<file path="config.mk">
export PLATFORM = sky130hd
export DESIGN_NAME = two_axis_phase_decoupling_flat
export DESIGN_NICKNAME = d
export VERILOG_FILES = /design/src/rtl/core/tapd_pkg.sv /design/src/rtl/core/tapd_in_if.sv /design/src/rtl/core/tapd_out_if.sv /design/src/rtl/core/tapd_front.sv /design/src/rtl/core/tapd_div.sv /design/src/rtl/core/tapd_sqrt.sv /design/src/rtl/core/tapd_back.sv /design/src/rtl/core/two_axis_phase_decoupling.sv /design/src/flat_wrapper.sv
export SDC_FILE = /design/constraint.sdc
export NUM_CORES = 2
export LEC_CHECK = 0
export BUFFER_PORTS_ARGS = -buffer_cell sky130_fd_sc_hd__buf_4
export CAP_MARGIN = 20
export CORE_MARGIN = 3
export CORE_UTILIZATION = 50
export CTS_CLUSTER_DIAMETER = 200
export CTS_CLUSTER_SIZE = 10
export DETAILED_ROUTE_END_ITERATION = 10
export PLACE_DENSITY_LB_ADDON = 0.25
export SYNTH_ARGS = -nofsm -noshare
export SYNTH_HDL_FRONTEND = slang
export SYNTH_HIERARCHICAL = 1
export SYNTH_SLANG_ARGS = --single-unit
</file>
<file path="constraint.sdc">
create_clock -name i_clk -period 29.3 [get_ports i_clk]
set_input_delay 4.395 -clock i_clk [delete_from_list [all_inputs] [get_ports i_clk]]
set_output_delay 4.395 -clock i_clk [all_outputs]
set_load 0.05 [all_outputs]
</file>
<file path="src/rtl/core/tapd_pkg.sv">
// tapd_pkg: types, widths and helpers for the two-axis phase decoupling block
// used by every file in rtl/core; depends on nothing
`default_nettype none
package tapd_pkg;

    localparam int VOLTAGE_BITS  = 16;
    localparam int TAG_BITS      = 16;
    localparam int COEF_BITS     = 16;
    localparam int COEF_FRAC     = 14;
    localparam int CNT_BITS      = 13;
    localparam int RES_BITS      = 24;
    localparam int MAG_BITS      = 23;
    localparam int SUM_BITS      = 48;
    localparam int CFG_IDX_BITS  = 3;
    localparam int CFG_DATA_BITS = 16;

    localparam int MUL_BITS  = (VOLTAGE_BITS > RES_BITS) ? VOLTAGE_BITS : RES_BITS;
    localparam int PROD_BITS = 2 * MUL_BITS;
    localparam int NUM_BITS  = VOLTAGE_BITS + COEF_BITS + 1;
    localparam int DEN_BITS  = 2 * COEF_BITS + 1;
    localparam int NUMX_BITS = NUM_BITS + COEF_FRAC;
    localparam int DIVN_BITS = (NUMX_BITS > SUM_BITS) ? NUMX_BITS : SUM_BITS;
    localparam int DIVD_BITS = DEN_BITS;
    localparam int DCNT_BITS = $clog2(DIVN_BITS + 1);
    localparam int SQ_BITS   = 2 * RES_BITS;
    localparam int RT_BITS   = SQ_BITS / 2;
    localparam int SCNT_BITS = $clog2(RT_BITS + 1);

    typedef logic signed [VOLTAGE_BITS-1:0] t_volt;
    typedef logic signed [COEF_BITS-1:0]    t_coef;
    typedef logic signed [MUL_BITS-1:0]     t_mul;
    typedef logic signed [PROD_BITS-1:0]    t_prod;
    typedef logic signed [NUM_BITS-1:0]     t_num;
    typedef logic signed [DEN_BITS-1:0]     t_den;
    typedef logic signed [DIVN_BITS-1:0]    t_divn;
    typedef logic        [DIVN_BITS-1:0]    t_divu;
    typedef logic signed [DIVD_BITS-1:0]    t_divd;
    typedef logic        [DIVD_BITS-1:0]    t_divdu;
    typedef logic signed [RES_BITS-1:0]     t_res;
    typedef logic        [MAG_BITS-1:0]     t_mag;
    typedef logic        [SUM_BITS-1:0]     t_sum;
    typedef logic        [SQ_BITS-1:0]      t_sq;
    typedef logic        [RT_BITS-1:0]      t_root;

    localparam t_res X_MAX = {1'b0, {(RES_BITS-1){1'b1}}};
    localparam t_res X_MIN = {1'b1, {(RES_BITS-1){1'b0}}};
    localparam t_mag M_MAX = {MAG_BITS{1'b1}};
    localparam t_divu LIM_POS = t_divu'(X_MAX);
    localparam t_divu LIM_NEG = t_divu'(X_MAX) + t_divu'(1);

    localparam t_coef SIN_RESET = 16'sd0;
    localparam t_coef COS_RESET = 16'sd16384;
    localparam logic [CNT_BITS-1:0] CNT_RESET = 13'd225;

    typedef enum logic [CFG_IDX_BITS-1:0] {
        CFG_SIN_DRAG,
        CFG_COS_DRAG,
        CFG_SIN_LIFT,
        CFG_COS_LIFT,
        CFG_SAMPLE_COUNT
    } t_cfg_idx;

    typedef struct packed {
        t_coef               sin_drag;
        t_coef               cos_drag;
        t_coef               sin_lift;
        t_coef               cos_lift;
        logic [CNT_BITS-1:0] sample_count;
    } t_cfg;

    typedef struct packed {
        t_volt               drag;
        t_volt               lift;
        logic [TAG_BITS-1:0] tag;
        logic                last;
    } t_item;

    typedef struct packed {
        logic  start;
        t_divn dividend;
        t_divd divisor;
    } t_div_req;

    typedef enum logic [4:0] {
        B_IDLE, B_M0, B_M1, B_M2, B_M3, B_M4,
        B_DX, B_DXW, B_YM, B_YN, B_DY, B_DYW,
        B_SQ0, B_SQ1, B_SQ2, B_SQW, B_ACC,
        B_MX, B_MXW, B_MY, B_MYW, B_MM, B_MMW, B_OUT
    } t_bstate;

    function automatic t_res sat_res(input logic neg, input t_divu mag);
        t_res r;
        if (!neg) begin
            r = (mag > LIM_POS) ? X_MAX : mag[RES_BITS-1:0];
        end else begin
            r = (mag > LIM_NEG) ? X_MIN : -mag[RES_BITS-1:0];
        end
        return r;
    endfunction

    function automatic t_mag sat_mag(input logic neg, input t_divu mag);
        t_mag r;
        if (neg) begin
            r = '0;
        end else begin
            r = (mag > t_divu'(M_MAX)) ? M_MAX : mag[MAG_BITS-1:0];
        end
        return r;
    endfunction

endpackage
`default_nettype wire

</file>
<file path="src/rtl/core/tapd_in_if.sv">
// tapd_in_if: input sample channel, valid/ready with the sample payload
// depends on tapd_pkg
`default_nettype none
interface tapd_in_if;
    logic                            valid;
    logic                            ready;
    tapd_pkg::t_volt                 drag_voltage;
    tapd_pkg::t_volt                 lift_voltage;
    logic [tapd_pkg::TAG_BITS-1:0]   angle_tag;
    logic                            last_sample;

    modport source (output valid, drag_voltage, lift_voltage, angle_tag, last_sample,
                    input ready);
    modport sink (input valid, drag_voltage, lift_voltage, angle_tag, last_sample,
                  output ready);
endinterface
`default_nettype wire

</file>
<file path="src/rtl/core/tapd_out_if.sv">
// tapd_out_if: result channel, valid/ready with the decoupled result payload
// depends on tapd_pkg
`default_nettype none
interface tapd_out_if;
    logic                            valid;
    logic                            ready;
    logic [tapd_pkg::TAG_BITS-1:0]   tag_out;
    tapd_pkg::t_res                  corrected_x;
    tapd_pkg::t_res                  corrected_y;
    tapd_pkg::t_mag                  magnitude;
    tapd_pkg::t_res                  mean_x;
    tapd_pkg::t_res                  mean_y;
    tapd_pkg::t_mag                  mean_magnitude;
    logic                            means_valid;
    logic                            divide_fault;

    modport source (output valid, tag_out, corrected_x, corrected_y, magnitude, mean_x,
                    mean_y, mean_magnitude, means_valid, divide_fault, input ready);
    modport sink (input valid, tag_out, corrected_x, corrected_y, magnitude, mean_x,
                  mean_y, mean_magnitude, means_valid, divide_fault, output ready);
endinterface
`default_nettype wire

</file>
<file path="src/rtl/core/tapd_front.sv">
// tapd_front: accepts sample beats into a two-entry queue for the back end
// depends on tapd_pkg and tapd_in_if
`default_nettype none
module tapd_front (
    input  wire logic          i_clk,
    input  wire logic          i_rst_n,
    tapd_in_if.sink            i_item,
    input  wire logic          i_pop,
    output tapd_pkg::t_item    o_item,
    output logic               o_valid
);
    tapd_pkg::t_item r_mem [2];
    logic            r_wp;
    logic            r_rp;
    logic [1:0]      r_cnt;
    logic            push;
    logic            pop;

    assign i_item.ready = (r_cnt != 2'd2);
    assign push = i_item.valid && i_item.ready;
    assign o_valid = (r_cnt != 2'd0);
    assign pop = i_pop && o_valid;
    assign o_item = r_mem[r_rp];

    always_ff @(posedge i_clk) begin
        if (push) begin
            r_mem[r_wp] <= '{drag: i_item.drag_voltage, lift: i_item.lift_voltage,
                             tag: i_item.angle_tag, last: i_item.last_sample};
        end
    end

    always_ff @(posedge i_clk) begin
        if (!i_rst_n) begin
            r_wp  <= 1'b0;
            r_rp  <= 1'b0;
            r_cnt <= 2'd0;
        end else begin
            if (push) r_wp <= !r_wp;
            if (pop) r_rp <= !r_rp;
            r_cnt <= r_cnt + {1'b0, push} - {1'b0, pop};
        end
    end

    assert property (@(posedge i_clk) disable iff (!i_rst_n) (r_cnt != 2'd3))
        else $error("queue count out of range");
    assert property (@(posedge i_clk) disable iff (!i_rst_n)
        (r_cnt == 2'd0) |-> (r_wp == r_rp))
        else $error("empty queue with unequal pointers");
    assert property (@(posedge i_clk) disable iff (!i_rst_n)
        (push && !pop) |=> (r_cnt == $past(r_cnt) + 2'd1))
        else $error("queue count missed a push");
endmodule
`default_nettype wire

</file>
<file path="src/rtl/core/tapd_div.sv">
// tapd_div: signed divider, one quotient bit per cycle, truncates toward zero
// depends on tapd_pkg
`default_nettype none
module tapd_div (
    input  wire logic               i_clk,
    input  wire logic               i_rst_n,
    input  tapd_pkg::t_div_req      i_req,
    output logic                    o_busy,
    output logic                    o_q_neg,
    output tapd_pkg::t_divu         o_q_mag
);
    tapd_pkg::t_divu                 r_q;
    tapd_pkg::t_divdu                r_den;
    logic [tapd_pkg::DIVD_BITS:0]    r_rem;
    logic [tapd_pkg::DCNT_BITS-1:0]  r_cnt;
    logic                            r_busy;
    logic                            r_neg;
    logic [tapd_pkg::DIVD_BITS+1:0]  trial;
    logic [tapd_pkg::DIVD_BITS+1:0]  rem_sh;

    assign rem_sh = {r_rem, r_q[tapd_pkg::DIVN_BITS-1]};
    assign trial  = rem_sh - {2'b00, r_den};

    always_ff @(posedge i_clk) begin
        if (i_req.start) begin
            r_q   <= i_req.dividend[tapd_pkg::DIVN_BITS-1] ?
                     tapd_pkg::t_divu'(-i_req.dividend) : tapd_pkg::t_divu'(i_req.dividend);
            r_den <= i_req.divisor[tapd_pkg::DIVD_BITS-1] ?
                     tapd_pkg::t_divdu'(-i_req.divisor) : tapd_pkg::t_divdu'(i_req.divisor);
            r_neg <= i_req.dividend[tapd_pkg::DIVN_BITS-1] ^
                     i_req.divisor[tapd_pkg::DIVD_BITS-1];
            r_rem <= '0;
        end else if (r_busy) begin
            if (!trial[tapd_pkg::DIVD_BITS+1]) begin
                r_rem <= trial[tapd_pkg::DIVD_BITS:0];
                r_q   <= {r_q[tapd_pkg::DIVN_BITS-2:0], 1'b1};
            end else begin
                r_rem <= rem_sh[tapd_pkg::DIVD_BITS:0];
                r_q   <= {r_q[tapd_pkg::DIVN_BITS-2:0], 1'b0};
            end
        end
    end

    always_ff @(posedge i_clk) begin
        if (!i_rst_n) begin
            r_busy <= 1'b0;
            r_cnt  <= '0;
        end else if (i_req.start) begin
            r_busy <= 1'b1;
            r_cnt  <= tapd_pkg::DCNT_BITS'(tapd_pkg::DIVN_BITS);
        end else if (r_busy) begin
            r_cnt <= r_cnt - 1'b1;
            if (r_cnt == tapd_pkg::DCNT_BITS'(1)) r_busy <= 1'b0;
        end
    end

    assign o_busy  = r_busy;
    assign o_q_neg = r_neg;
    assign o_q_mag = r_q;
endmodule
`default_nettype wire

</file>
<file path="src/rtl/core/tapd_sqrt.sv">
// tapd_sqrt: integer square root, one result bit per cycle, floor result
// depends on tapd_pkg
`default_nettype none
module tapd_sqrt (
    input  wire logic          i_clk,
    input  wire logic          i_rst_n,
    input  wire logic          i_start,
    input  tapd_pkg::t_sq      i_val,
    output logic               o_busy,
    output tapd_pkg::t_root    o_root
);
    localparam int REM_BITS = tapd_pkg::RT_BITS + 4;

    tapd_pkg::t_sq                   r_val;
    tapd_pkg::t_root                 r_root;
    logic [REM_BITS-1:0]             r_rem;
    logic [tapd_pkg::SCNT_BITS-1:0]  r_cnt;
    logic                            r_busy;
    logic [REM_BITS-1:0]             rem_sh;
    logic [REM_BITS-1:0]             trial;

    assign rem_sh = {r_rem[REM_BITS-3:0], r_val[tapd_pkg::SQ_BITS-1 -: 2]};
    assign trial  = {2'b00, r_root, 2'b01};

    always_ff @(posedge i_clk) begin
        if (i_start) begin
            r_val  <= i_val;
            r_root <= '0;
            r_rem  <= '0;
        end else if (r_busy) begin
            r_val <= {r_val[tapd_pkg::SQ_BITS-3:0], 2'b00};
            if (rem_sh >= trial) begin
                r_rem  <= rem_sh - trial;
                r_root <= {r_root[tapd_pkg::RT_BITS-2:0], 1'b1};
            end else begin
                r_rem  <= rem_sh;
                r_root <= {r_root[tapd_pkg::RT_BITS-2:0], 1'b0};
            end
        end
    end

    always_ff @(posedge i_clk) begin
        if (!i_rst_n) begin
            r_busy <= 1'b0;
            r_cnt  <= '0;
        end else if (i_start) begin
            r_busy <= 1'b1;
            r_cnt  <= tapd_pkg::SCNT_BITS'(tapd_pkg::RT_BITS);
        end else if (r_busy) begin
            r_cnt <= r_cnt - 1'b1;
            if (r_cnt == tapd_pkg::SCNT_BITS'(1)) r_busy <= 1'b0;
        end
    end

    assign o_busy = r_busy;
    assign o_root = r_root;
endmodule
`default_nettype wire

</file>
<file path="src/rtl/core/tapd_back.sv">
// tapd_back: sequencer for the decoupling math, sums and output register
// depends on tapd_pkg, tapd_out_if, tapd_div and tapd_sqrt
`default_nettype none
module tapd_back (
    input  wire logic          i_clk,
    input  wire logic          i_rst_n,
    input  tapd_pkg::t_cfg     i_cfg,
    input  tapd_pkg::t_item    i_item,
    input  wire logic          i_valid,
    output logic               o_pop,
    tapd_out_if.source         o_result
);
    tapd_pkg::t_bstate   r_state;
    tapd_pkg::t_bstate   n_state;
    tapd_pkg::t_volt     r_drag;
    tapd_pkg::t_volt     r_lift;
    logic [tapd_pkg::TAG_BITS-1:0] r_tag;
    logic                r_last;
    tapd_pkg::t_prod     r_prod;
    tapd_pkg::t_prod     r_acc;
    tapd_pkg::t_num      r_num;
    tapd_pkg::t_den      r_den;
    tapd_pkg::t_res      r_x;
    tapd_pkg::t_res      r_y;
    tapd_pkg::t_mag      r_mag;
    logic                r_fault;
    tapd_pkg::t_sum      r_sum_x;
    tapd_pkg::t_sum      r_sum_y;
    tapd_pkg::t_sum      r_sum_m;
    tapd_pkg::t_res      r_mx;
    tapd_pkg::t_res      r_my;
    tapd_pkg::t_mag      r_mm;
    logic                r_ovalid;

    tapd_pkg::t_mul      mul_a;
    tapd_pkg::t_mul      mul_b;
    tapd_pkg::t_prod     mul_p;
    tapd_pkg::t_div_req  div_req;
    logic                div_busy;
    logic                q_neg;
    tapd_pkg::t_divu     q_mag;
    logic                sq_start;
    logic                sq_busy;
    tapd_pkg::t_root     root;
    logic                load;
    logic [tapd_pkg::CNT_BITS-1:0] cnt;

    assign cnt = (i_cfg.sample_count == '0) ?
                 {{(tapd_pkg::CNT_BITS-1){1'b0}}, 1'b1} : i_cfg.sample_count;
    assign mul_p = mul_a * mul_b;

    tapd_div u_div (
        .i_clk   (i_clk),
        .i_rst_n (i_rst_n),
        .i_req   (div_req),
        .o_busy  (div_busy),
        .o_q_neg (q_neg),
        .o_q_mag (q_mag)
    );

    tapd_sqrt u_sqrt (
        .i_clk   (i_clk),
        .i_rst_n (i_rst_n),
        .i_start (sq_start),
        .i_val   (r_acc[tapd_pkg::SQ_BITS-1:0] + r_prod[tapd_pkg::SQ_BITS-1:0]),
        .o_busy  (sq_busy),
        .o_root  (root)
    );

    always_ff @(posedge i_clk) begin
        if (!i_rst_n) begin
            r_state <= tapd_pkg::B_IDLE;
        end else begin
            r_state <= n_state;
        end
    end

    always_comb begin
        n_state  = r_state;
        o_pop    = 1'b0;
        mul_a    = '0;
        mul_b    = '0;
        div_req  = '0;
        sq_start = 1'b0;
        load     = 1'b0;
        unique case (r_state)
            tapd_pkg::B_IDLE: begin
                if (i_valid) begin
                    o_pop   = 1'b1;
                    n_state = tapd_pkg::B_M0;
                end
            end
            tapd_pkg::B_M0: begin
                mul_a   = tapd_pkg::t_mul'(r_drag);
                mul_b   = tapd_pkg::t_mul'(i_cfg.cos_lift);
                n_state = tapd_pkg::B_M1;
            end
            tapd_pkg::B_M1: begin
                mul_a   = tapd_pkg::t_mul'(r_lift);
                mul_b   = tapd_pkg::t_mul'(i_cfg.sin_drag);
                n_state = tapd_pkg::B_M2;
            end
            tapd_pkg::B_M2: begin
                mul_a   = tapd_pkg::t_mul'(i_cfg.cos_drag);
                mul_b   = tapd_pkg::t_mul'(i_cfg.cos_lift);
                n_state = tapd_pkg::B_M3;
            end
            tapd_pkg::B_M3: begin
                mul_a   = tapd_pkg::t_mul'(i_cfg.sin_drag);
                mul_b   = tapd_pkg::t_mul'(i_cfg.sin_lift);
                n_state = tapd_pkg::B_M4;
            end
            tapd_pkg::B_M4: n_state = tapd_pkg::B_DX;
            tapd_pkg::B_DX: begin
                if (r_den == '0) begin
                    n_state = tapd_pkg::B_YM;
                end else begin
                    div_req.start    = 1'b1;
                    div_req.dividend = tapd_pkg::t_divn'(r_num) <<< tapd_pkg::COEF_FRAC;
                    div_req.divisor  = tapd_pkg::t_divd'(r_den);
                    n_state          = tapd_pkg::B_DXW;
                end
            end
            tapd_pkg::B_DXW: if (!div_busy) n_state = tapd_pkg::B_YM;
            tapd_pkg::B_YM: begin
                mul_a   = tapd_pkg::t_mul'(i_cfg.cos_drag);
                mul_b   = tapd_pkg::t_mul'(r_x);
                n_state = tapd_pkg::B_YN;
            end
            tapd_pkg::B_YN: n_state = tapd_pkg::B_DY;
            tapd_pkg::B_DY: begin
                if (i_cfg.sin_drag == '0) begin
                    n_state = tapd_pkg::B_SQ0;
                end else begin
                    div_req.start    = 1'b1;
                    div_req.dividend = tapd_pkg::t_divn'(r_acc);
                    div_req.divisor  = tapd_pkg::t_divd'(i_cfg.sin_drag);
                    n_state          = tapd_pkg::B_DYW;
                end
            end
            tapd_pkg::B_DYW: if (!div_busy) n_state = tapd_pkg::B_SQ0;
            tapd_pkg::B_SQ0: begin
                mul_a   = tapd_pkg::t_mul'(r_x);
                mul_b   = tapd_pkg::t_mul'(r_x);
                n_state = tapd_pkg::B_SQ1;
            end
            tapd_pkg::B_SQ1: begin
                mul_a   = tapd_pkg::t_mul'(r_y);
                mul_b   = tapd_pkg::t_mul'(r_y);
                n_state = tapd_pkg::B_SQ2;
            end
            tapd_pkg::B_SQ2: begin
                sq_start = 1'b1;
                n_state  = tapd_pkg::B_SQW;
            end
            tapd_pkg::B_SQW: if (!sq_busy) n_state = tapd_pkg::B_ACC;
            tapd_pkg::B_ACC: n_state = r_last ? tapd_pkg::B_MX : tapd_pkg::B_OUT;
            tapd_pkg::B_MX: begin
                div_req.start    = 1'b1;
                div_req.dividend = tapd_pkg::t_divn'(signed'(r_sum_x));
                div_req.divisor  = tapd_pkg::t_divd'(cnt);
                n_state          = tapd_pkg::B_MXW;
            end
            tapd_pkg::B_MXW: if (!div_busy) n_state = tapd_pkg::B_MY;
            tapd_pkg::B_MY: begin
                div_req.start    = 1'b1;
                div_req.dividend = tapd_pkg::t_divn'(signed'(r_sum_y));
                div_req.divisor  = tapd_pkg::t_divd'(cnt);
                n_state          = tapd_pkg::B_MYW;
            end
            tapd_pkg::B_MYW: if (!div_busy) n_state = tapd_pkg::B_MM;
            tapd_pkg::B_MM: begin
                div_req.start    = 1'b1;
                div_req.dividend = tapd_pkg::t_divn'(signed'(r_sum_m));
                div_req.divisor  = tapd_pkg::t_divd'(cnt);
                n_state          = tapd_pkg::B_MMW;
            end
            tapd_pkg::B_MMW: if (!div_busy) n_state = tapd_pkg::B_OUT;
            tapd_pkg::B_OUT: begin
                if (!r_ovalid || o_result.ready) begin
                    load    = 1'b1;
                    n_state = tapd_pkg::B_IDLE;
                end
            end
            default: n_state = tapd_pkg::B_IDLE;
        endcase
    end

    // datapath
    always_ff @(posedge i_clk) begin
        r_prod <= mul_p;
        case (r_state)
            tapd_pkg::B_IDLE: begin
                r_drag  <= i_item.drag;
                r_lift  <= i_item.lift;
                r_tag   <= i_item.tag;
                r_last  <= i_item.last;
                r_fault <= 1'b0;
            end
            tapd_pkg::B_M1: r_acc <= r_prod;
            tapd_pkg::B_M2: r_num <= tapd_pkg::t_num'(r_acc - r_prod);
            tapd_pkg::B_M3: r_acc <= r_prod;
            tapd_pkg::B_M4: r_den <= tapd_pkg::t_den'(r_acc + r_prod);
            tapd_pkg::B_DX: begin
                if (r_den == '0) begin
                    r_x     <= r_num[tapd_pkg::NUM_BITS-1] ? tapd_pkg::X_MIN : tapd_pkg::X_MAX;
                    r_fault <= 1'b1;
                end
            end
            tapd_pkg::B_DXW: if (!div_busy) r_x <= tapd_pkg::sat_res(q_neg, q_mag);
            tapd_pkg::B_YN: begin
                r_acc <= (tapd_pkg::t_prod'(r_drag) <<< tapd_pkg::COEF_FRAC) - r_prod;
            end
            tapd_pkg::B_DY: begin
                if (i_cfg.sin_drag == '0) begin
                    r_y     <= r_acc[tapd_pkg::PROD_BITS-1] ? tapd_pkg::X_MIN : tapd_pkg::X_MAX;
                    r_fault <= 1'b1;
                end
            end
            tapd_pkg::B_DYW: if (!div_busy) r_y <= tapd_pkg::sat_res(q_neg, q_mag);
            tapd_pkg::B_SQ1: r_acc <= r_prod;
            tapd_pkg::B_SQW: begin
                if (!sq_busy) begin
                    r_mag <= (root > tapd_pkg::t_root'(tapd_pkg::M_MAX)) ?
                             tapd_pkg::M_MAX : root[tapd_pkg::MAG_BITS-1:0];
                end
            end
            tapd_pkg::B_MXW: if (!div_busy) r_mx <= tapd_pkg::sat_res(q_neg, q_mag);
            tapd_pkg::B_MYW: if (!div_busy) r_my <= tapd_pkg::sat_res(q_neg, q_mag);
            tapd_pkg::B_MMW: if (!div_busy) r_mm <= tapd_pkg::sat_mag(q_neg, q_mag);
            default: ;
        endcase
    end

    always_ff @(posedge i_clk) begin
        if (!i_rst_n) begin
            r_sum_x <= '0;
            r_sum_y <= '0;
            r_sum_m <= '0;
        end else if (r_state == tapd_pkg::B_ACC) begin
            r_sum_x <= r_sum_x + tapd_pkg::t_sum'(r_x);
            r_sum_y <= r_sum_y + tapd_pkg::t_sum'(r_y);
            r_sum_m <= r_sum_m + tapd_pkg::t_sum'(r_mag);
        end else if (load && r_last) begin
            r_sum_x <= '0;
            r_sum_y <= '0;
            r_sum_m <= '0;
        end
    end

    // output register
    always_ff @(posedge i_clk) begin
        if (!i_rst_n) begin
            r_ovalid <= 1'b0;
        end else if (load) begin
            r_ovalid <= 1'b1;
        end else if (o_result.ready) begin
            r_ovalid <= 1'b0;
        end
    end

    always_ff @(posedge i_clk) begin
        if (load) begin
            o_result.tag_out        <= r_tag;
            o_result.corrected_x    <= r_x;
            o_result.corrected_y    <= r_y;
            o_result.magnitude      <= r_mag;
            o_result.mean_x         <= r_last ? r_mx : '0;
            o_result.mean_y         <= r_last ? r_my : '0;
            o_result.mean_magnitude <= r_last ? r_mm : '0;
            o_result.means_valid    <= r_last;
            o_result.divide_fault   <= r_fault;
        end
    end

    assign o_result.valid = r_ovalid;

    assert property (@(posedge i_clk) disable iff (!i_rst_n)
        div_req.start |-> !div_busy)
        else $error("divider started while busy");
    assert property (@(posedge i_clk) disable iff (!i_rst_n)
        (load && r_fault) |-> (r_den == '0 || i_cfg.sin_drag == '0))
        else $error("fault flagged with nonzero divisors");
    assert property (@(posedge i_clk) disable iff (!i_rst_n)
        (load && r_last) |=> (r_sum_x == '0 && r_sum_y == '0 && r_sum_m == '0))
        else $error("sums not cleared after last sample");
    assert property (@(posedge i_clk) disable iff (!i_rst_n)
        (r_ovalid && !o_result.means_valid) |->
        (o_result.mean_x == '0 && o_result.mean_y == '0 && o_result.mean_magnitude == '0))
        else $error("mean fields nonzero without means_valid");
endmodule
`default_nettype wire

</file>
<file path="src/rtl/core/two_axis_phase_decoupling.sv">
// two_axis_phase_decoupling: top level, configuration registers, front queue and back end
// depends on tapd_pkg, tapd_in_if, tapd_out_if, tapd_front and tapd_back
//
// Each sample beat passes through the back end, which shares one 1-bit-per-cycle
// divider (48 steps per division; two divisions per sample, fewer when a divisor
// is zero, plus three for the run averages on the last sample of a run) and a
// 1-bit-per-cycle square root (24 steps), with four products on one shared
// multiplier in front. A two-entry queue takes new beats while the back end
// works, and a result register holds the finished beat until it is taken; a
// result that is not taken stalls the back end.
// Write configuration only while the block is idle.
`default_nettype none
module two_axis_phase_decoupling (
    input  wire logic                                i_clk,
    input  wire logic                                i_rst_n,
    input  wire logic                                i_cfg_we,
    input  wire logic [tapd_pkg::CFG_IDX_BITS-1:0]   i_cfg_idx,
    input  wire logic [tapd_pkg::CFG_DATA_BITS-1:0]  i_cfg_data,
    tapd_in_if.sink                                  i_item,
    tapd_out_if.source                               o_result
);
    tapd_pkg::t_cfg  r_cfg;
    tapd_pkg::t_item item;
    logic            item_valid;
    logic            pop;

    always_ff @(posedge i_clk) begin
        if (!i_rst_n) begin
            r_cfg.sin_drag     <= tapd_pkg::SIN_RESET;
            r_cfg.cos_drag     <= tapd_pkg::COS_RESET;
            r_cfg.sin_lift     <= tapd_pkg::SIN_RESET;
            r_cfg.cos_lift     <= tapd_pkg::COS_RESET;
            r_cfg.sample_count <= tapd_pkg::CNT_RESET;
        end else if (i_cfg_we) begin
            unique case (i_cfg_idx)
                tapd_pkg::CFG_SIN_DRAG: r_cfg.sin_drag <= tapd_pkg::t_coef'(i_cfg_data);
                tapd_pkg::CFG_COS_DRAG: r_cfg.cos_drag <= tapd_pkg::t_coef'(i_cfg_data);
                tapd_pkg::CFG_SIN_LIFT: r_cfg.sin_lift <= tapd_pkg::t_coef'(i_cfg_data);
                tapd_pkg::CFG_COS_LIFT: r_cfg.cos_lift <= tapd_pkg::t_coef'(i_cfg_data);
                tapd_pkg::CFG_SAMPLE_COUNT: begin
                    r_cfg.sample_count <= i_cfg_data[tapd_pkg::CNT_BITS-1:0];
                end
                default: ;
            endcase
        end
    end

    tapd_front u_front (
        .i_clk   (i_clk),
        .i_rst_n (i_rst_n),
        .i_item  (i_item),
        .i_pop   (pop),
        .o_item  (item),
        .o_valid (item_valid)
    );

    tapd_back u_back (
        .i_clk    (i_clk),
        .i_rst_n  (i_rst_n),
        .i_cfg    (r_cfg),
        .i_item   (item),
        .i_valid  (item_valid),
        .o_pop    (pop),
        .o_result (o_result)
    );
endmodule
`default_nettype wire

</file>
<file path="src/flat_wrapper.sv">
// flat-port wrapper written by rule: the top's interface ports become plain ports
module two_axis_phase_decoupling_flat 
  (i_clk, i_rst_n, i_cfg_we, i_cfg_idx, i_cfg_data, i_item_valid, i_item_drag_voltage, i_item_lift_voltage, i_item_angle_tag, i_item_last_sample, i_item_ready, o_result_valid, o_result_tag_out, o_result_corrected_x, o_result_corrected_y, o_result_magnitude, o_result_mean_x, o_result_mean_y, o_result_mean_magnitude, o_result_means_valid, o_result_divide_fault, o_result_ready);
  tapd_in_if i_item_i ();
  tapd_out_if o_result_i ();
  input  wire logic i_clk;
  input  wire logic i_rst_n;
  input  wire logic i_cfg_we;
  input  wire logic [tapd_pkg::CFG_IDX_BITS-1:0] i_cfg_idx;
  input  wire logic [tapd_pkg::CFG_DATA_BITS-1:0] i_cfg_data;
  input wire logic [$bits(i_item_i.valid)-1:0] i_item_valid;
  input wire logic [$bits(i_item_i.drag_voltage)-1:0] i_item_drag_voltage;
  input wire logic [$bits(i_item_i.lift_voltage)-1:0] i_item_lift_voltage;
  input wire logic [$bits(i_item_i.angle_tag)-1:0] i_item_angle_tag;
  input wire logic [$bits(i_item_i.last_sample)-1:0] i_item_last_sample;
  output wire logic [$bits(i_item_i.ready)-1:0] i_item_ready;
  output wire logic [$bits(o_result_i.valid)-1:0] o_result_valid;
  output wire logic [$bits(o_result_i.tag_out)-1:0] o_result_tag_out;
  output wire logic [$bits(o_result_i.corrected_x)-1:0] o_result_corrected_x;
  output wire logic [$bits(o_result_i.corrected_y)-1:0] o_result_corrected_y;
  output wire logic [$bits(o_result_i.magnitude)-1:0] o_result_magnitude;
  output wire logic [$bits(o_result_i.mean_x)-1:0] o_result_mean_x;
  output wire logic [$bits(o_result_i.mean_y)-1:0] o_result_mean_y;
  output wire logic [$bits(o_result_i.mean_magnitude)-1:0] o_result_mean_magnitude;
  output wire logic [$bits(o_result_i.means_valid)-1:0] o_result_means_valid;
  output wire logic [$bits(o_result_i.divide_fault)-1:0] o_result_divide_fault;
  input wire logic [$bits(o_result_i.ready)-1:0] o_result_ready;
  assign i_item_i.valid = i_item_valid;
  assign i_item_i.drag_voltage = i_item_drag_voltage;
  assign i_item_i.lift_voltage = i_item_lift_voltage;
  assign i_item_i.angle_tag = i_item_angle_tag;
  assign i_item_i.last_sample = i_item_last_sample;
  assign i_item_ready = i_item_i.ready;
  assign o_result_valid = o_result_i.valid;
  assign o_result_tag_out = o_result_i.tag_out;
  assign o_result_corrected_x = o_result_i.corrected_x;
  assign o_result_corrected_y = o_result_i.corrected_y;
  assign o_result_magnitude = o_result_i.magnitude;
  assign o_result_mean_x = o_result_i.mean_x;
  assign o_result_mean_y = o_result_i.mean_y;
  assign o_result_mean_magnitude = o_result_i.mean_magnitude;
  assign o_result_means_valid = o_result_i.means_valid;
  assign o_result_divide_fault = o_result_i.divide_fault;
  assign o_result_i.ready = o_result_ready;
  two_axis_phase_decoupling u_core (.i_clk(i_clk), .i_rst_n(i_rst_n), .i_cfg_we(i_cfg_we), .i_cfg_idx(i_cfg_idx), .i_cfg_data(i_cfg_data), .i_item(i_item_i), .o_result(o_result_i));
endmodule
</file>
---- Yosys cells after proc, flatten, opt, wreduce, memory -nomap -nowiden ----
Memories as Yosys holds them, arrays and structs flattened. A register that Yosys moved wholly into a read port is not among the register bits.
Cells that the tools add are included.
storage, ports and cells
  register bits ........................... 923
  memory bits (writable) .................. 98
  output and inout port bits .............. 162
  memories ................................ 1
operators by class
  add/subtract/negate cells ............... 15
  $mul .................................... 1
  $lt $le $gt $ge ......................... 4
  equality and inequality tests ........... 40
  multiplexer cells ....................... 66
  bitwise operators ....................... 4
  reduce and logical (&&, ||, !) cells .... 40
memories
  memory                words  width  rd ports  clocked after memory_dff  write ports  line              text
  u_core.u_front.r_mem  2      49     1         1                         1            tapd_front.sv:12  tapd_pkg::t_item r_mem [2];
operators by type and width
  operator              number
  $mux 48               9
  $pmux 82 s5           1
  $mux 24               8
  $mux 82               2
  $add 48x48->48        3
  $pmux 24 s6           1
  $pmux 24 s5           1
  $pmux 5 s24           1
  $pmux 24 s2           2
  $pmux 48 s2           1
  $mux 5                10
  $add 48x23->48        1
  $gt 48x23->1 const B  1
  $gt 48x24->1 const B  1
  $mul 24x24->48        1
  $neg 48->48           1
  $sub 30x48->48        1
  $eq 5x4->1 const B    8
  $eq 5x5->1 const B    8
  $sub 35x33->35        1
  $mux 34               1
  $logic_not 33->1      1
  $neg 33->33           1
  $sub 33x33->33        1
  other kinds (42)      104

---- Depth between registers and ports, before layout ----
  depth after elaboration ................. 7
  gate-level depth with buffers ........... 37

---- Hierarchy ----
The synthesis kept the hierarchy.
by module, submodules not included
  module                     instances  cells each  area each (um^2)
  tapd_back                  1          6212        58869.0
  tapd_div                   1          949         8594.5
  tapd_sqrt                  1          553         5649.2
  tapd_front                 1          182         3788.6
  two_axis_phase_decoupling  1          279         2931.6

---- Least setup slack after synthesis ----
No wires, ideal clock.
  kind .................................... in2reg
  start ................................... input port o_result_ready
  end ..................................... register u_core.u_back.r_sum_x[11]
  setup time .............................. 119 ps
  arrival time ............................ 18334 ps
  setup slack ............................. 10848 ps
  stages on the path ...................... 6
  buffers on the path ..................... 1
  cell sequence ........................... nor2b_1 nor3_1 a21oi_1 clkbuf_1 a22oi_1 nor2b_1
on the way
  longest elaborated chain between the ends .. 5
ends and longest elaborated chain
  item                                line                text
  start: declaration                  flat_wrapper.sv:27  input wire logic [$bits(o_result_i.ready)-1:0] o_result_ready;
  $logic_or 1x1->1                    tapd_back.sv:180    if (!r_ovalid || o_result.ready) begin
  $mux 1                              tapd_back.sv:180
  $mux 1                              tapd_back.sv:86     unique case (r_state)
  net u_core.u_back.load              tapd_back.sv:45     logic load;
  $logic_and 1x1->1                   tapd_back.sv:244    end else if (load && r_last) begin
  $reduce_bool 2->1 (no source line)  --
  end signal: assignment              tapd_back.sv:241    r_sum_x <= r_sum_x + tapd_pkg::t_sum'(r_x);
  end: declaration                    tapd_back.sv:27     tapd_pkg::t_sum r_sum_x;
The timed path passes the listed nets, and every way through them passes these cells.
A chain may end at the register's enable or synchronous reset.

---- Worst setup path in the final report ----
  start ................................... register u_core.u_back.r_state[2]
  end ..................................... register u_core.u_back.r_prod[47]
on the way
  longest elaborated chain between the ends .. 4
  elaborated cells on any way between the ends .. 13
ends and longest elaborated chain
  item                                               line              text
  start: declaration                                 tapd_back.sv:13   tapd_pkg::t_bstate r_state;
  start signal: assignment                           tapd_back.sv:72   r_state <= tapd_pkg::B_IDLE;
  start signal: assignment                           tapd_back.sv:74   r_state <= n_state;
  $eq 5x2->1 (tied with other cells)                 tapd_back.sv:86
  $reduce_or 2->1 (no source line)                   --
  $pmux 24 s6 / $pmux 24 s5 (equally long branches)  tapd_back.sv:86
  $mul 24x24->48 *                                   tapd_back.sv:50   assign mul_p = mul_a * mul_b;
  net u_core.u_back.mul_p[47]                        tapd_back.sv:37   tapd_pkg::t_prod mul_p;
  end signal: assignment                             tapd_back.sv:191  r_prod <= mul_p;
  end: declaration                                   tapd_back.sv:19   tapd_pkg::t_prod r_prod;
Mark *: on every way through the listed nets, which the timed path passes. The rest lies on a longest branch.

==> impl_metrics.ini <==
[status]
outcome = complete, but fails checks
failed_checks = DRC

[yosys]
synth_edf_count = 694
post_synth_instance_area_um2 = 79830
async_flop_share_pct = 0
synth.yosys.seq_area_share_pct = 35.56
synth_fp_nets = 9292
synthesis.area_per_instance_um2 = 9.765
synthDistinctLibCells = 116
postSynthCellCount = 8175
synthFlopType = edfxtp_1
synthesis.yosys.warnings = 6
synth.ff_latch_count = 1071

[timing]
whs_ns = 0.4176
final.period_utilization_pct = 36.65
tns_ns = 0
finalHoldViolCount = 0
rsz0062_at_grt = no
max_clock_freq_ghz = 0.09311
slew_headroom_pct = 8.091
finalWorstPathRequiredPeriod_ns = 10.74
setup_viol_count_final = 0
skew_ns = 0.08668
worst-slew-pin-transition_ns = 1.379
worst_slack_ns = 18.56
final_max_slew_viol_count = 0

[grt]
maximum_number_of_pins_on_one_net_before_global_route_repair = 161
grt_use_total_pct = 31.15
global_route.overflow_total = 0
number_of_global_route_vias_before_repair = 61472
antenna_found_initial = 15
global_route_wire_length_before_repair_mm = 385.3

[die]
die_h_um = 405.6
floorplan.initialDensity_pct = 50.35
dieArea_um2 = 164500
boundaryPins = 235
area_of_the_placeable_core_um2 = 158600
placement_rows = 146
dieWidth_um = 405.6

[cts]
cts_inserted_buffers = 117
postCtsHoldBufs = 0
total_of_cells_resized_after_clock_tree_synthesis = 0
number_of_sinks_handled_by_clock_tree_synthesis = 1071
postCtsSetupRepairBufs = 0
clkLatencyLatePin_ns = 0.78
tritoncts = yes
cts.clk_slew.worst_paths_ns = 0.07
ctsRootBufferMaster = clkbuf_16
total_number_of_h_tree_levels = 3
cts_buffer_depth = 3

[final_layout]
synthesis_to_finish_area_growth_pct = 9.176
layout.cells.non_filler = 10439
layout.cells.most_common_list = 999 x nand2_1, 934 x inv_1, 694 x edfxtp_1, 613 x fa_1, 580 x nor2_1
final_common_cell = nand2_1
final_nets = 9378
layout_cell_share_with_drive_strength_beyond_1_pct = 8.509

[route]
wirelength_mm = 258.2
route.detailed.drc = 2
final_antenna_net_count = 0
dr.first_iter.drc_count = 6422
via_count = 62569
firstDrtPassIters = 11
routedWlPerCell_um = 24.74
route.detailed.vias_per_inst = 5.994

[worst_setup_path]
cp_max_fo = 29
critical_path_class = reg2reg
critPathCaptureType = register
launch_point_of_the_worst_reg_to_reg_path = u_core/u_back/r_state[2]$_SDFFE_PN0P_
worst-r2r-cell-count = 29
reg2reg_slack_ns = 18.56
cp_data_arrival_time_ns = 11.34
critical_path.most_common_cell = fa_1
startpoint_type = register
slowest_delay_ns = 0.76
worst-endpoint-required_ns = 29.90
critical_path.slowest_cell = a221o_1
timing.rr.end = u_core/u_back/r_prod[47]$_DFF_P_

[hold_path]
count_of_cells_along_the_worst_hold_path = 0
hold_start = u_core/u_back/r_tag[7]$_DFFE_PP_
hp_class = reg2reg
hold-path-endpoint = u_core/u_back/o_result.tag_out[7]$_DFFE_PP_

[power]
power_density_normalized_to_cell_area_nw_per_um2 = 72.25
power.leakage_nw = 37.57
max-vdd-ir-drop_v = 0.0001041
power_mw = 6.297

[placement]
dp_worst_setup_slack_ns = 18.91
place.port_buffers = 234
dp.final_hpwl_mm = 199.6
routabilityCongestion = 1.025
placed_cells = 10211

[job]
max_cap_violations = 0
## power breakdown
part / internal [mW] / switching [mW] / total, mW
Sequential: 1.95 / 0.280 / 2.23
Clock: 0.754 / 0.616 / 1.37
Combinational: 0.989 / 1.71 / 2.70
## worst max-delay path by stage
| stage | from | endpoint | slack, ns |
|---|---|---|---|
| floorplan | o_result_ready | u_core/u_back/r_sum_x[11]$_SDFFE_PN0P_ | 10.85 |
| global placement | u_core/u_back/r_state[2]$_SDFFE_PN0P_ | u_core/u_back/r_prod[47]$_DFF_P_ | 19.05 |
| detailed placement | u_core/u_back/r_state[2]$_SDFFE_PN0P_ | u_core/u_back/r_prod[47]$_DFF_P_ | 18.91 |
| CTS | u_core/u_back/r_state[2]$_SDFFE_PN0P_ | u_core/u_back/r_prod[47]$_DFF_P_ | 18.75 |
| global route | u_core/u_back/r_state[2]$_SDFFE_PN0P_ | u_core/u_back/r_prod[47]$_DFF_P_ | 17.90 |
| finish | u_core/u_back/r_state[2]$_SDFFE_PN0P_ | u_core/u_back/r_prod[47]$_DFF_P_ | 18.56 |
## area by class of cell
class,count,area (um2)
inverters,938,3521
repair buffers,349,2666
fillers,14145,71400
clock buffers,206,3272
well taps,2072,2592
clock inverters,8,197.7
multi-input cells,5784,46490
diodes,11,27.53
flip-flops and latches,1071,28390
## registers in the layout, summed over array words and instances, names as in the netlist, 26 cells and up, named ones only
signal and flops:
u_core/r_cfg 77, u_core/u_back/r_acc 48, u_core/u_back/r_den 33, u_core/u_back/r_num 33, u_core/u_back/r_prod 48, u_core/u_back/r_sum_m 48, u_core/u_back/r_sum_x 48, u_core/u_back/r_sum_y 48
u_core/u_back/u_div/o_q_mag 48, u_core/u_back/u_div/r_den 33, u_core/u_back/u_div/r_rem 34, u_core/u_back/u_sqrt/r_rem 26, u_core/u_back/u_sqrt/r_val 48, u_core/u_front/r_mem 98
## critical path, delay by kind of cell, from the launching register on
| family | cells | cell delay [ns] |
|---|---|---|
| adder cells (fa/ha/maj) | 8 | 4.27 |
| AO/OA/AOI/OAI | 9 | 3.20 |
| buffers and inverters | 7 | 1.19 |
| XOR/XNOR | 1 | 0.07 |
| flip-flops | 1 | 0.62 |
| AND/OR/NAND/NOR | 4 | 1.16 |
## synth_stat cells, types with 17 or more instances
cell      number  area share [%]
a211o_1       22            0.24
a211oi_1      68            0.64
a21boi_0      31            0.29
a21o_1       166             1.6
a21oi_1      413             2.6
a221o_1       31            0.39
a221oi_1      62            0.68
a222oi_1      38            0.48
a22o_1        42            0.46
a22oi_1       54            0.51
a31oi_1       49            0.38
and2_1       184             1.4
and3_1        43            0.34
and4_1        18            0.20
buf_1         28            0.13
buf_2         33            0.21
clkbuf_1     299             1.4
dfxtp_1      377             9.5
edfxtp_1     694              26
fa_1         613              15
ha_1         431             6.8
inv_1        937             4.4
mux2_2       104             1.5
mux2i_1      144             1.8
nand2_1     1001             4.7
nand2b_1      57            0.45
nand3_1      127            0.80
nand4_1       52            0.41
nor2_1       591             2.8
nor2b_1       82            0.64
nor3_1        77            0.48
nor3b_1       17            0.16
nor4_1        42            0.33
o211ai_1      30            0.28
o21a_1        51            0.48
o21ai_0      300             1.9
o21bai_1      50            0.47
o31ai_1       45            0.42
o41ai_1       18            0.20
or2_2         38            0.30
or3_1         31            0.24
or4_1         18            0.17
xnor2_1      270             3.0
xor2_1       168             1.8
## cells by family (layout without fill, tap and decap cells)
kind of cell | count (synthesis) | in the layout | synth area share (%)
and+or+nand+nor | 2426 | 2426 | 14.01
AOI/OAI and AO/OA | 1619 | 1619 | 13.66
buffers and inverters | 1320 | 1501 | 6.431
DFF | 1071 | 1071 | 35.56
adders and majority gates | 1044 | 1044 | 22.13
xor gates and xnor gates | 438 | 438 | 4.805
muxes | 257 | 257 | 3.409
other | 0 | 11 | 0
## through the flow
step / area [um2] / utilization [%]
floorplan: 79830 / -
global placement: 83590 / 52.72
detailed placement: 83620 / 52.74
CTS: 87090 / 54.93
global route: 87140 / 54.95
finish: 87160 / 54.97
## metal layers
layer / global-route usage, % / up-vias / routed length (um)
met5: 0 / - / 62
met4: 17.77 / 8 / 17020
met3: 5.747 / 649 / 23320
met2: 49.40 / 2834 / 116300
met1: 40.15 / 30900 / 101500
li1: - / 28178 / -
No activity file was read; power rests on OpenSTA's default activity.
